===== src/rtl/assert_macros.svh =====
// assertion macros for the rtl modules, included by bar_dp
`ifndef ASSERT_MACROS_SVH
`define ASSERT_MACROS_SVH
`ifndef ASSERT_OFF
`define ASSERT_IMP(label, clk, rst_n, ante, cons) \
    label: assert property (@(posedge clk) disable iff (!rst_n) (ante) |-> (cons)) \
        else $error("assertion failed");
`define ASSERT_NXT(label, clk, rst_n, ante, cons) \
    label: assert property (@(posedge clk) disable iff (!rst_n) (ante) |=> (cons)) \
        else $error("assertion failed");
`else
`define ASSERT_IMP(label, clk, rst_n, ante, cons)
`define ASSERT_NXT(label, clk, rst_n, ante, cons)
`endif
`endif


===== src/rtl/bar_pkg.sv =====
// shared constants, register indexes, operation codes and control structs
package bar_pkg;
    localparam int DEF_MAX_TEXT_COLS  = 256;
    localparam int DEF_MAX_BLOCK_SIDE = 64;
    localparam int DEF_MAX_IMAGE_SIDE = 4096;

    localparam int CFG_IDX_W  = 3;
    localparam int CFG_DATA_W = 13;
    localparam int IMG_CFG_W  = 13;
    localparam int TXT_CFG_W  = 9;
    localparam int BLK_CFG_W  = 7;
    localparam int RAMP_W     = 8;
    localparam int PIX_W      = 8;
    localparam int TILE_W     = 8;
    localparam int SYM_W      = 7;

    localparam int FULL_SCALE = 255;
    localparam int SYM_MAX    = 127;

    // divide by three as multiply by 683 and shift by 11, exact for sums up to 765
    localparam int LUM_RECIP  = 683;
    localparam int LUM_SHIFT  = 11;

    localparam logic [CFG_IDX_W-1:0] REG_IMAGE_WIDTH  = 3'd0;
    localparam logic [CFG_IDX_W-1:0] REG_IMAGE_HEIGHT = 3'd1;
    localparam logic [CFG_IDX_W-1:0] REG_TEXT_COLS    = 3'd2;
    localparam logic [CFG_IDX_W-1:0] REG_TEXT_ROWS    = 3'd3;
    localparam logic [CFG_IDX_W-1:0] REG_BLOCK_WIDTH  = 3'd4;
    localparam logic [CFG_IDX_W-1:0] REG_BLOCK_HEIGHT = 3'd5;
    localparam logic [CFG_IDX_W-1:0] REG_RAMP_LENGTH  = 3'd6;

    localparam logic [IMG_CFG_W-1:0] RST_IMAGE_WIDTH  = 13'd640;
    localparam logic [IMG_CFG_W-1:0] RST_IMAGE_HEIGHT = 13'd480;
    localparam logic [TXT_CFG_W-1:0] RST_TEXT_COLS    = 9'd80;
    localparam logic [TXT_CFG_W-1:0] RST_TEXT_ROWS    = 9'd40;
    localparam logic [BLK_CFG_W-1:0] RST_BLOCK_WIDTH  = 7'd8;
    localparam logic [BLK_CFG_W-1:0] RST_BLOCK_HEIGHT = 7'd12;
    localparam logic [RAMP_W-1:0]    RST_RAMP_LENGTH  = 8'd10;

    // divider operations, in the order the controller issues them
    localparam logic [2:0] OP_COL  = 3'd0;
    localparam logic [2:0] OP_ROW  = 3'd1;
    localparam logic [2:0] OP_RED  = 3'd2;
    localparam logic [2:0] OP_GRN  = 3'd3;
    localparam logic [2:0] OP_BLU  = 3'd4;
    localparam logic [2:0] OP_STEP = 3'd5;
    localparam logic [2:0] OP_SYM  = 3'd6;

    typedef struct packed {
        logic       capture;
        logic       div_start;
        logic       div_latch;
        logic [2:0] op;
        logic       mem_rd;
        logic       acc;
        logic       out_load;
        logic       advance;
    } t_cmd;

    typedef struct packed {
        logic div_done;
        logic in_range;
        logic last_px;
        logic out_full;
    } t_sts;
endpackage


===== src/rtl/bar_ctrl.sv =====
// sequencing state machine for one pixel beat
module bar_ctrl (
    input  logic          i_clk,
    input  logic          i_rst_n,
    input  logic          i_valid,
    output logic          o_stall,
    input  bar_pkg::t_sts i_sts,
    output bar_pkg::t_cmd o_cmd
);
    localparam logic [2:0] S_IDLE = 3'd0;
    localparam logic [2:0] S_DST  = 3'd1;
    localparam logic [2:0] S_DWT  = 3'd2;
    localparam logic [2:0] S_CHK  = 3'd3;
    localparam logic [2:0] S_RD   = 3'd4;
    localparam logic [2:0] S_ACC  = 3'd5;
    localparam logic [2:0] S_OUT  = 3'd6;
    localparam logic [2:0] S_ADV  = 3'd7;

    logic [2:0] r_state, n_state;
    logic [2:0] r_op, n_op;

    // next state and commands
    always_comb begin
        n_state = r_state;
        n_op    = r_op;
        o_cmd   = '0;
        o_cmd.op = r_op;
        unique case (r_state)
            S_IDLE: begin
                if (i_valid) begin
                    o_cmd.capture = 1'b1;
                    n_op    = bar_pkg::OP_COL;
                    n_state = S_DST;
                end
            end
            S_DST: begin
                o_cmd.div_start = 1'b1;
                n_state = S_DWT;
            end
            S_DWT: begin
                if (i_sts.div_done) begin
                    o_cmd.div_latch = 1'b1;
                    case (r_op)
                        bar_pkg::OP_ROW:  n_state = S_CHK;
                        bar_pkg::OP_SYM:  n_state = S_OUT;
                        default: begin
                            n_op    = r_op + 1'b1;
                            n_state = S_DST;
                        end
                    endcase
                end
            end
            S_CHK: begin
                n_state = i_sts.in_range ? S_RD : S_ADV;
            end
            S_RD: begin
                o_cmd.mem_rd = 1'b1;
                n_state = S_ACC;
            end
            S_ACC: begin
                o_cmd.acc = 1'b1;
                if (i_sts.last_px) begin
                    n_op    = bar_pkg::OP_RED;
                    n_state = S_DST;
                end else begin
                    n_state = S_ADV;
                end
            end
            S_OUT: begin
                if (!i_sts.out_full) begin
                    o_cmd.out_load = 1'b1;
                    n_state = S_ADV;
                end
            end
            S_ADV: begin
                o_cmd.advance = 1'b1;
                n_state = S_IDLE;
            end
            default: n_state = S_IDLE;
        endcase
    end

    // state registers
    always_ff @(posedge i_clk) begin
        if (!i_rst_n) begin
            r_state <= S_IDLE;
            r_op    <= bar_pkg::OP_COL;
        end else begin
            r_state <= n_state;
            r_op    <= n_op;
        end
    end

    assign o_stall = (r_state != S_IDLE);
endmodule


===== config.mk =====
export PLATFORM = sky130hd
export DESIGN_NAME = bar_ctrl
export DESIGN_NICKNAME = d
export VERILOG_FILES = /design/src/rtl/assert_macros.svh /design/src/rtl/bar_pkg.sv /design/src/rtl/bar_ctrl.sv
export SDC_FILE = /design/constraint.sdc
export NUM_CORES = 1
export LEC_CHECK = 0
export ABC_AREA = 0
export BUFFER_PORTS_ARGS = -buffer_cell sky130_fd_sc_hd__buf_2
export CAP_MARGIN = 10
export CELL_PAD_IN_SITES_DETAIL_PLACEMENT = 1
export CELL_PAD_IN_SITES_GLOBAL_PLACEMENT = 1
export CORE_MARGIN = 3
export CORE_UTILIZATION = 33
export DETAILED_ROUTE_END_ITERATION = 6
export PLACE_DENSITY_LB_ADDON = 0.1
export SLEW_MARGIN = 20
export SYNTH_ARGS = -nofsm -noshare
export SYNTH_HDL_FRONTEND = slang
export SYNTH_SLANG_ARGS = --single-unit

===== constraint.sdc =====
create_clock -name i_clk -period 2.1 [get_ports i_clk]
set_input_delay 0.315 -clock i_clk [delete_from_list [all_inputs] [get_ports i_clk]]
set_output_delay 0.315 -clock i_clk [all_outputs]
set_load 0.05 [all_outputs]

## Word-level counts from Yosys, hierarchy flattened

Index checks and enable logic that the tools add are counted.

- Bits in registers: 6
- Word-level logic and storage cells: 45

- Equality and inequality tests: 14
- Mux-type cells: 22
- Add/subtract/negate cells: 1
- Reductions and logical operators: 6

Operators by type and width:

| cell | count |
|---|---|
| $mux W3 | 8 |
| $pmux W3 S8 | 1 |
| $eq A3 B3 Y1 const B | 5 |
| $mux W1 | 10 |
| $ne A2 B2 Y1 const B | 5 |
| $pmux W3 S3 | 1 |
| $eq A3 B1 Y1 const B | 2 |
| $eq A3 B2 Y1 const B | 2 |
| $pmux W3 S2 | 1 |
| $reduce_bool A3 Y1 | 2 |
| $reduce_and A5 Y1 | 1 |
| $add A3 B1 Y3 const B | 1 |
| $logic_not A3 Y1 | 1 |
| $reduce_and A3 Y1 | 1 |
| $mux W2 | 1 |
| $reduce_or A2 Y1 | 1 |

## Logic depth before layout (Yosys ltp)

Gate-level depths: netlist of run 1.

- Depth in word-level cells: 5
- Gate-level depth with buffers: 6
- Mapped depth without buffers: 6

## Worst setup path after synthesis of run 1

No wires, ideal clock.

- Path type: reg-to-output
- Start: reg r_state[1]
- End: out o_cmd[1] (netlist name)
- Arrival: 1.832 ns
- Slack: -0.047 ns
- Cell stages (with the launch flop): 5
- Path buffers: 2
- Cells stage by stage: dfxtp_1 -> buf_6 -> clkbuf_1 -> nand2_1 -> nor3_1

RTL lines:

| item | line | text |
|---|---|---|
| start, declared | bar_ctrl.sv:19 | `logic [2:0] r_state, n_state;` |
| start signal, assigned | bar_ctrl.sv:89 | `r_state <= n_state;` |
| end, declared | bar_ctrl.sv:8 | `output bar_pkg::t_cmd o_cmd` |

==> results by group, run 1 <==
STA
  – RSZ-0062 raised after global routing: false
  – Setup tns final: 0 ns
  – Fin crit share: 0.874
  – Worst Tran Pin Value: 0.405 ns
  – Tmin final: 1.84 ns
  – Hold Fails Final Rpt: 0
  – Relative slew margins: 0.730
  – Post-layout worst setup margin: 0.264 ns
  – Clk_skew: 0.000729 ns
  – Final Slew Violations: 0
  – Setup Viol. Count Final: 0
  – Fmax: about 540 MHz

Layout
  – Non-Filler Instances: 100
  – Ant. Diodes: 0
  – Area Overhead vs Synth: 26.3%
  – Share of cells above drive strength 1: 0.365
  – Fillcell total: 188
  – Final net count: 98

Synth
  – Most frequent cell after synthesis: nand2_1
  – Synth top area share: 0.234
  – Leading area contributor after synthesis: dfxtp_1
  – Post-Synthesis Cells: 66
  – Synth Warn #: 0
  – Synthesized area: between 500 and 600 um^2
  – Synth async-reset ratio: 0
  – Syn nets: 77
  – Number of synthesized register bits: 6
  – Main synth FF type: dfxtp_1
  – Syn_area_per_cell: 7.77 um^2
  – Netlist cell types: 31
  – Number of synthesized flops with an enable pin: 0
  – Sequential area share after synthesis: 0.234
  – Top cells by count, synth: 9 x nand2_1, 6 x dfxtp_1, 5 x nor2_1
  – Area contributors post-synth: dfxtp_1 23%, ha_1 9.8%, nand2_1 6.6%

Clocking
  – Maximum clock insertion buffer count: 2
  – Sink Count: 6
  – Post-CTS setup buffers: 0
  – Post-CTS Resized: 0
  – CTS tree: built
  – # hold bufs at CTS: 0
  – Clock Tree Root: clkbuf_4
  – TritonCTS Buffers: 3
  – Worst skew pair latency: 0.24 ns
  – Clock transition at path regs: 0.04 ns
  – H-Tree Depth: 1

Floorplanning
  – Total core area: 1380 um^2
  – Row cnt: 13
  – IO Pins: 18
  – Starting Density: 0.371
  – Die area: roughly 2100 um^2
  – Die Wd: 45.4 um
  – Height of the die: 45.4 um

GRT
  – Total gr overflow: 0
  – Initial antenna violation count: 0
  – Largest net degree at the start of global routing: 14
  – Vias in the first global route: between 400 and 500
  – First-pass GRT wire length: 2.42 mm
  – Total track usage: 0.162

Routing
  – # DRC: 0
  – Routed Antenna Nets: 0
  – Final Routed Wirelength: about 1.4 mm
  – Vias post-DR: 540
  – DRT iter0 DRCs: 4
  – Drt first pass iters: 4
  – WL/cell: 13.5 um
  – Vias per inst: 5.40

Critical path
  – CP bufs+invs: 1
  – Worst R2R Start: r_op[0]
  – Crit. Startpoint: r_state[0]
  – CP Data Required Time: 1.78 ns
  – CP Max Fanout: 12
  – Critical Path Sink Type: output pin
  – Crit-path cells: nor2_1, and3_1, buf_2
  – WS Path Type: reg -> out
  – Arr. time, crit path: 1.52 ns
  – Max stage delay on crit path: between 0.4 and 0.5 ns
  – Worst Setup Start Kind: flip-flop
  – Kind of cell adding the most delay to the critical path: simple AND/OR/NAND/NOR gates
  – CP max-delay cell: dfxtp_1

Min path
  – Hold Crit Class: in -> reg
  – Hold wc startpoint: i_rst_n

Status
  – Status: complete, no violations

Power
  – P_leak: ~0.34 nW
  – Design Power: 0.370 mW
  – PwrDens: 571 nW/um^2
  – Max VDD drop: 200 uV

Place
  – Hpwl dp: 1.07 mm
  – Place WS: 0.434 ns
  – Placer Congestion: 0.697
  – Post-Place Cells: 97
  – Buffers on Ports: 17

Run
  – Max-Cap Viols: 0
[registers in the layout, indices dropped and copies added (netlist names)]
signal	flops
r_state	3
r_op	3
[report_power, final]
group	switching (mW)	internal, mW	total, mW
clock network	0.0401	0.0645	0.105
logic	0.0911	0.0413	0.132
registers	0.0116	0.121	0.133
total	0.143	0.227	0.370
[cell families (layout without fill, tap and decap cells)]
kind of cell	Yosys count	in the layout	share of synthesized area
DFF	6	6	0.234
and+or+nand+nor	31	31	0.327
AOI/OAI and AO/OA	14	14	0.217
buffers and inverters	9	28	0.0829
muxes	2	2	0.0415
adders and majority gates	4	4	0.0976
[path summary, 6_finish.rpt]
| kind | to | slack, ns | depth (start not counted) |
|---|---|---|---|
| worst min register to register | r_op[2] | 0.61 | 2 |
| worst min-delay path | r_op[1] | 0.37 | 2 |
| worst max-delay path | o_cmd[7] | 0.26 | 3 |
| worst max register to register | r_op[2] | 0.43 | 6 |
[stage by stage]
step	instance area (um^2)	utilization	hold WS, ns
after global placement	626	0.452	0.598
final	648	0.469	0.370
after global routing	648	0.469	0.371
after CTS	648	0.469	0.361
after floorplan	523	-	0.448
after detailed placement	626	0.452	0.609
[metal layers]
| metal | vias up | global-route usage | part of all wire |
|---|---|---|---|
| met3 | 2 | 0.0158 | 0.057 |
| met2 | 16 | 0.214 | 0.43 |
| li1 | 274 | - | - |
| met4 | 0 | 0.105 | 0.013 |
| met5 | - | 0 | 0 |
| met1 | 248 | 0.243 | 0.50 |
[area by class of cell]
cell class | count | area [um^2] | area share
tap | 15 | 18.8 | 0.0290
inverter | 5 | 18.8 | 0.0290
clock buffer | 3 | 22.5 | 0.0347
timing repair buffer | 20 | 108 | 0.166
multi-input combinational | 51 | 360 | 0.556
sequential | 6 | 120 | 0.185
[cell usage in the layout, fill, tap and decap left out, types with 4 or more instances in the layout]
cell and instances:
buf_2 17, nand2_1 9, dfxtp_1 6, nor2_1 5, inv_1 4, nand3_1 4, ha_1 4
[worst register-to-register path, cell delays in order, from the launching register on]
cell      delay (ns)
dfxtp_1         0.37
inv_1           0.12
ha_1            0.21
mux2_1          0.34
nand3_2         0.12
a21boi_2        0.26
o221ai_2        0.13
Power figures use the tool's default switching activity.
==> run 2, diff against run 1 <==
- CORE_UTILIZATION: 33 -> 35
- clock period: 2.1 -> 2.2 ns (I/O delays scaled with it)
==> results by group, run 2 (synthesis results as in run 1) <==
Routing
  – Final Routed Wirelength: 1.31 mm (-3.0%)
  – Vias per inst: 5.09 (-5.7%)
  – Vias post-DR: 499 (-7.6%)
  – Drt first pass iters: 4 (unchanged)
  – WL/cell: 13.4 um (-0.97%)
  – # DRC: 0 (unchanged)
  – DRT iter0 DRCs: 8 (+4)
  – Routed Antenna Nets: 0 (unchanged)

Place
  – Post-Place Cells: 95 (-2.1%)
  – Hpwl dp: 1.00 mm (-6.1%)
  – Placer Congestion: 0.733 (+5.3%)
  – Buffers on Ports: 17 (unchanged)

Layout
  – Most frequent cells in the layout: 17 x buf_2, 9 x nand2_1, 6 x dfxtp_1, 5 x nor2_1
  – Most common cell after layout, fill and taps aside: buf_2
  – Non-Filler Instances: 98 (-2.0%)
  – Area Overhead vs Synth: 21.5%
  – Final net count: 96 (-2.0%)
  – Share of cells above drive strength 1: 0.325 (-0.0394)
  – Ant. Diodes: 0 (unchanged)
  – Largest regs: r_op x3, r_state x3

Critical path
  – CP Max Fanout: 12 (unchanged)
  – Crit-path cells: nor2_1, and3_1, buf_2
  – Reg2reg setup slack: 0.54 ns (+0.11 ns)
  – WS Path Type: reg -> out
  – Kind of cell adding the most delay to the critical path: simple AND/OR/NAND/NOR gates
  – CP bufs+invs: 1 (unchanged)
  – CP max-delay cell: dfxtp_1
  – CP Data Required Time: 1.87 ns (+0.09 ns)
  – Worst Setup Start Kind: flip-flop
  – Arr. time, crit path: 1.53 ns (about the same)
  – Max stage delay on crit path: 0.42 ns (about the same)
  – Critical Path Sink Type: output pin

STA
  – RSZ-0062 raised after global routing: false
  – Relative slew margins: 0.635 (-0.0948)
  – Fmax: 538 MHz
  – Fin crit share: 0.845
  – Setup Viol. Count Final: 0 (unchanged)
  – Clk_skew: 0.0102 ns (+0.00944 ns)
  – Final Slew Violations: 0 (unchanged)
  – Tmin final: 1.86 ns
  – Setup tns final: 0 ns (unchanged)
  – Hold Fails Final Rpt: 0 (unchanged)
  – Worst Tran Pin Value: 0.547 ns (+0.142 ns)

Power
  – PwrDens: 564 nW/um^2 (-1.1%)
  – Max VDD drop: 231 uV (+16%)
  – P_leak: 0.319 nW (-4.8%)

GRT
  – Total track usage: 0.149 (-0.0137)
  – First-pass GRT wire length: 2.23 mm (-7.7%)
  – Vias in the first global route: 505 (+1.6%)
  – Total gr overflow: 0 (unchanged)
  – Largest net degree at the start of global routing: 18 (+4)
  – Initial antenna violation count: 0 (unchanged)

Clocking
  – H-Tree Depth: 1 (unchanged)
  – Sink Count: 6 (unchanged)
  – CTS tree: built
  – Post-CTS Resized: 0 (unchanged)
  – TritonCTS Buffers: 3 (unchanged)
  – Clock transition at path regs: 0.05 ns (about the same)
  – Worst skew pair latency: 0.25 ns (about the same)
  – # hold bufs at CTS: 0 (unchanged)
  – Maximum clock insertion buffer count: 2 (unchanged)
  – Post-CTS setup buffers: 0 (unchanged)
  – Clock Tree Root: clkbuf_4

Floorplanning
  – Row cnt: 13 (unchanged)
  – Total core area: 1330 um^2 (-3.5%)
  – Die Wd: 44.3 um (-2.5%)
  – Die area: 1960 um^2 (-5.0%)
  – Starting Density: 0.385 (+0.0136)
  – IO Pins: 18 (unchanged)
  – Height of the die: 44.3 um (-2.5%)

Status
  – Status: complete, no violations

Run
  – Max-Cap Viols: 0 (unchanged)

Min path
  – Hold Crit Class: in -> reg
-- run 2: cell types whose count changed in the layout (fill, tap and decap cells not counted), sizes merged --
cell	change
buf	-2
-- run 2: final cells by class --
| class | instances | area [um^2] |
|---|---|---|
| Sequential cell | 6 | 120 |
| Tap cell | 15 | 18.8 |
| Multi-Input combinational cell | 51 | 350 |
| Clock buffer | 3 | 22.5 |
| Inverter | 5 | 18.8 |
| Fill cell | 186 | 711 |
| Timing Repair Buffer | 18 | 92.6 |
-- run 2: routing by layer --
metal,vias up,track usage,part of all wire
li1,269,-,-
met1,219,0.214,0.53
met2,11,0.221,0.41
met3,0,0.0488,0.055
met4,0,0.0181,0
met5,-,0,0
-- run 2: worst reg2reg max path, cell delays in order, from the launching register on --
cell	delay [ns]
dfxtp_1	0.37
inv_1	0.12
ha_1	0.21
mux2_1	0.34
nand3_2	0.12
a21boi_2	0.27
o221ai_2	0.13
-- run 2: where the power goes --
group	internal [mW]	switching [mW]	total, mW
Combinational	0.0357	0.0800	0.116
Clock	0.0619	0.0422	0.104
Sequential	0.116	0.0162	0.132
-- run 2: path summary, 6_finish.rpt --
| path | cells past startpoint | endpoint | startpoint |
|---|---|---|---|
| max | 3 | o_cmd[7] | r_state[0] |
| min reg2reg | 2 | r_op[2] | r_op[2] |
| max reg2reg | 6 | r_op[2] | r_op[0] |
| min | 2 | r_op[1] | i_rst_n |
-- run 2: per-stage QoR --
step / instance area, um^2 / util / setup slack, ns / total power [mW] / hold WS [ns]
after CTS: 623 / 0.467 / 0.371 / 0.359 / 0.369
after detailed placement: 601 / 0.450 / 0.542 / 0.249 / 0.604
final: 623 / 0.467 / 0.340 / 0.352 / 0.382
after global placement: 601 / 0.450 / 0.560 / 0.248 / 0.597
after floorplan: 513 / - / 0.0378 / 0.221 / 0.463
after global routing: 623 / 0.467 / 0.258 / 0.372 / 0.389
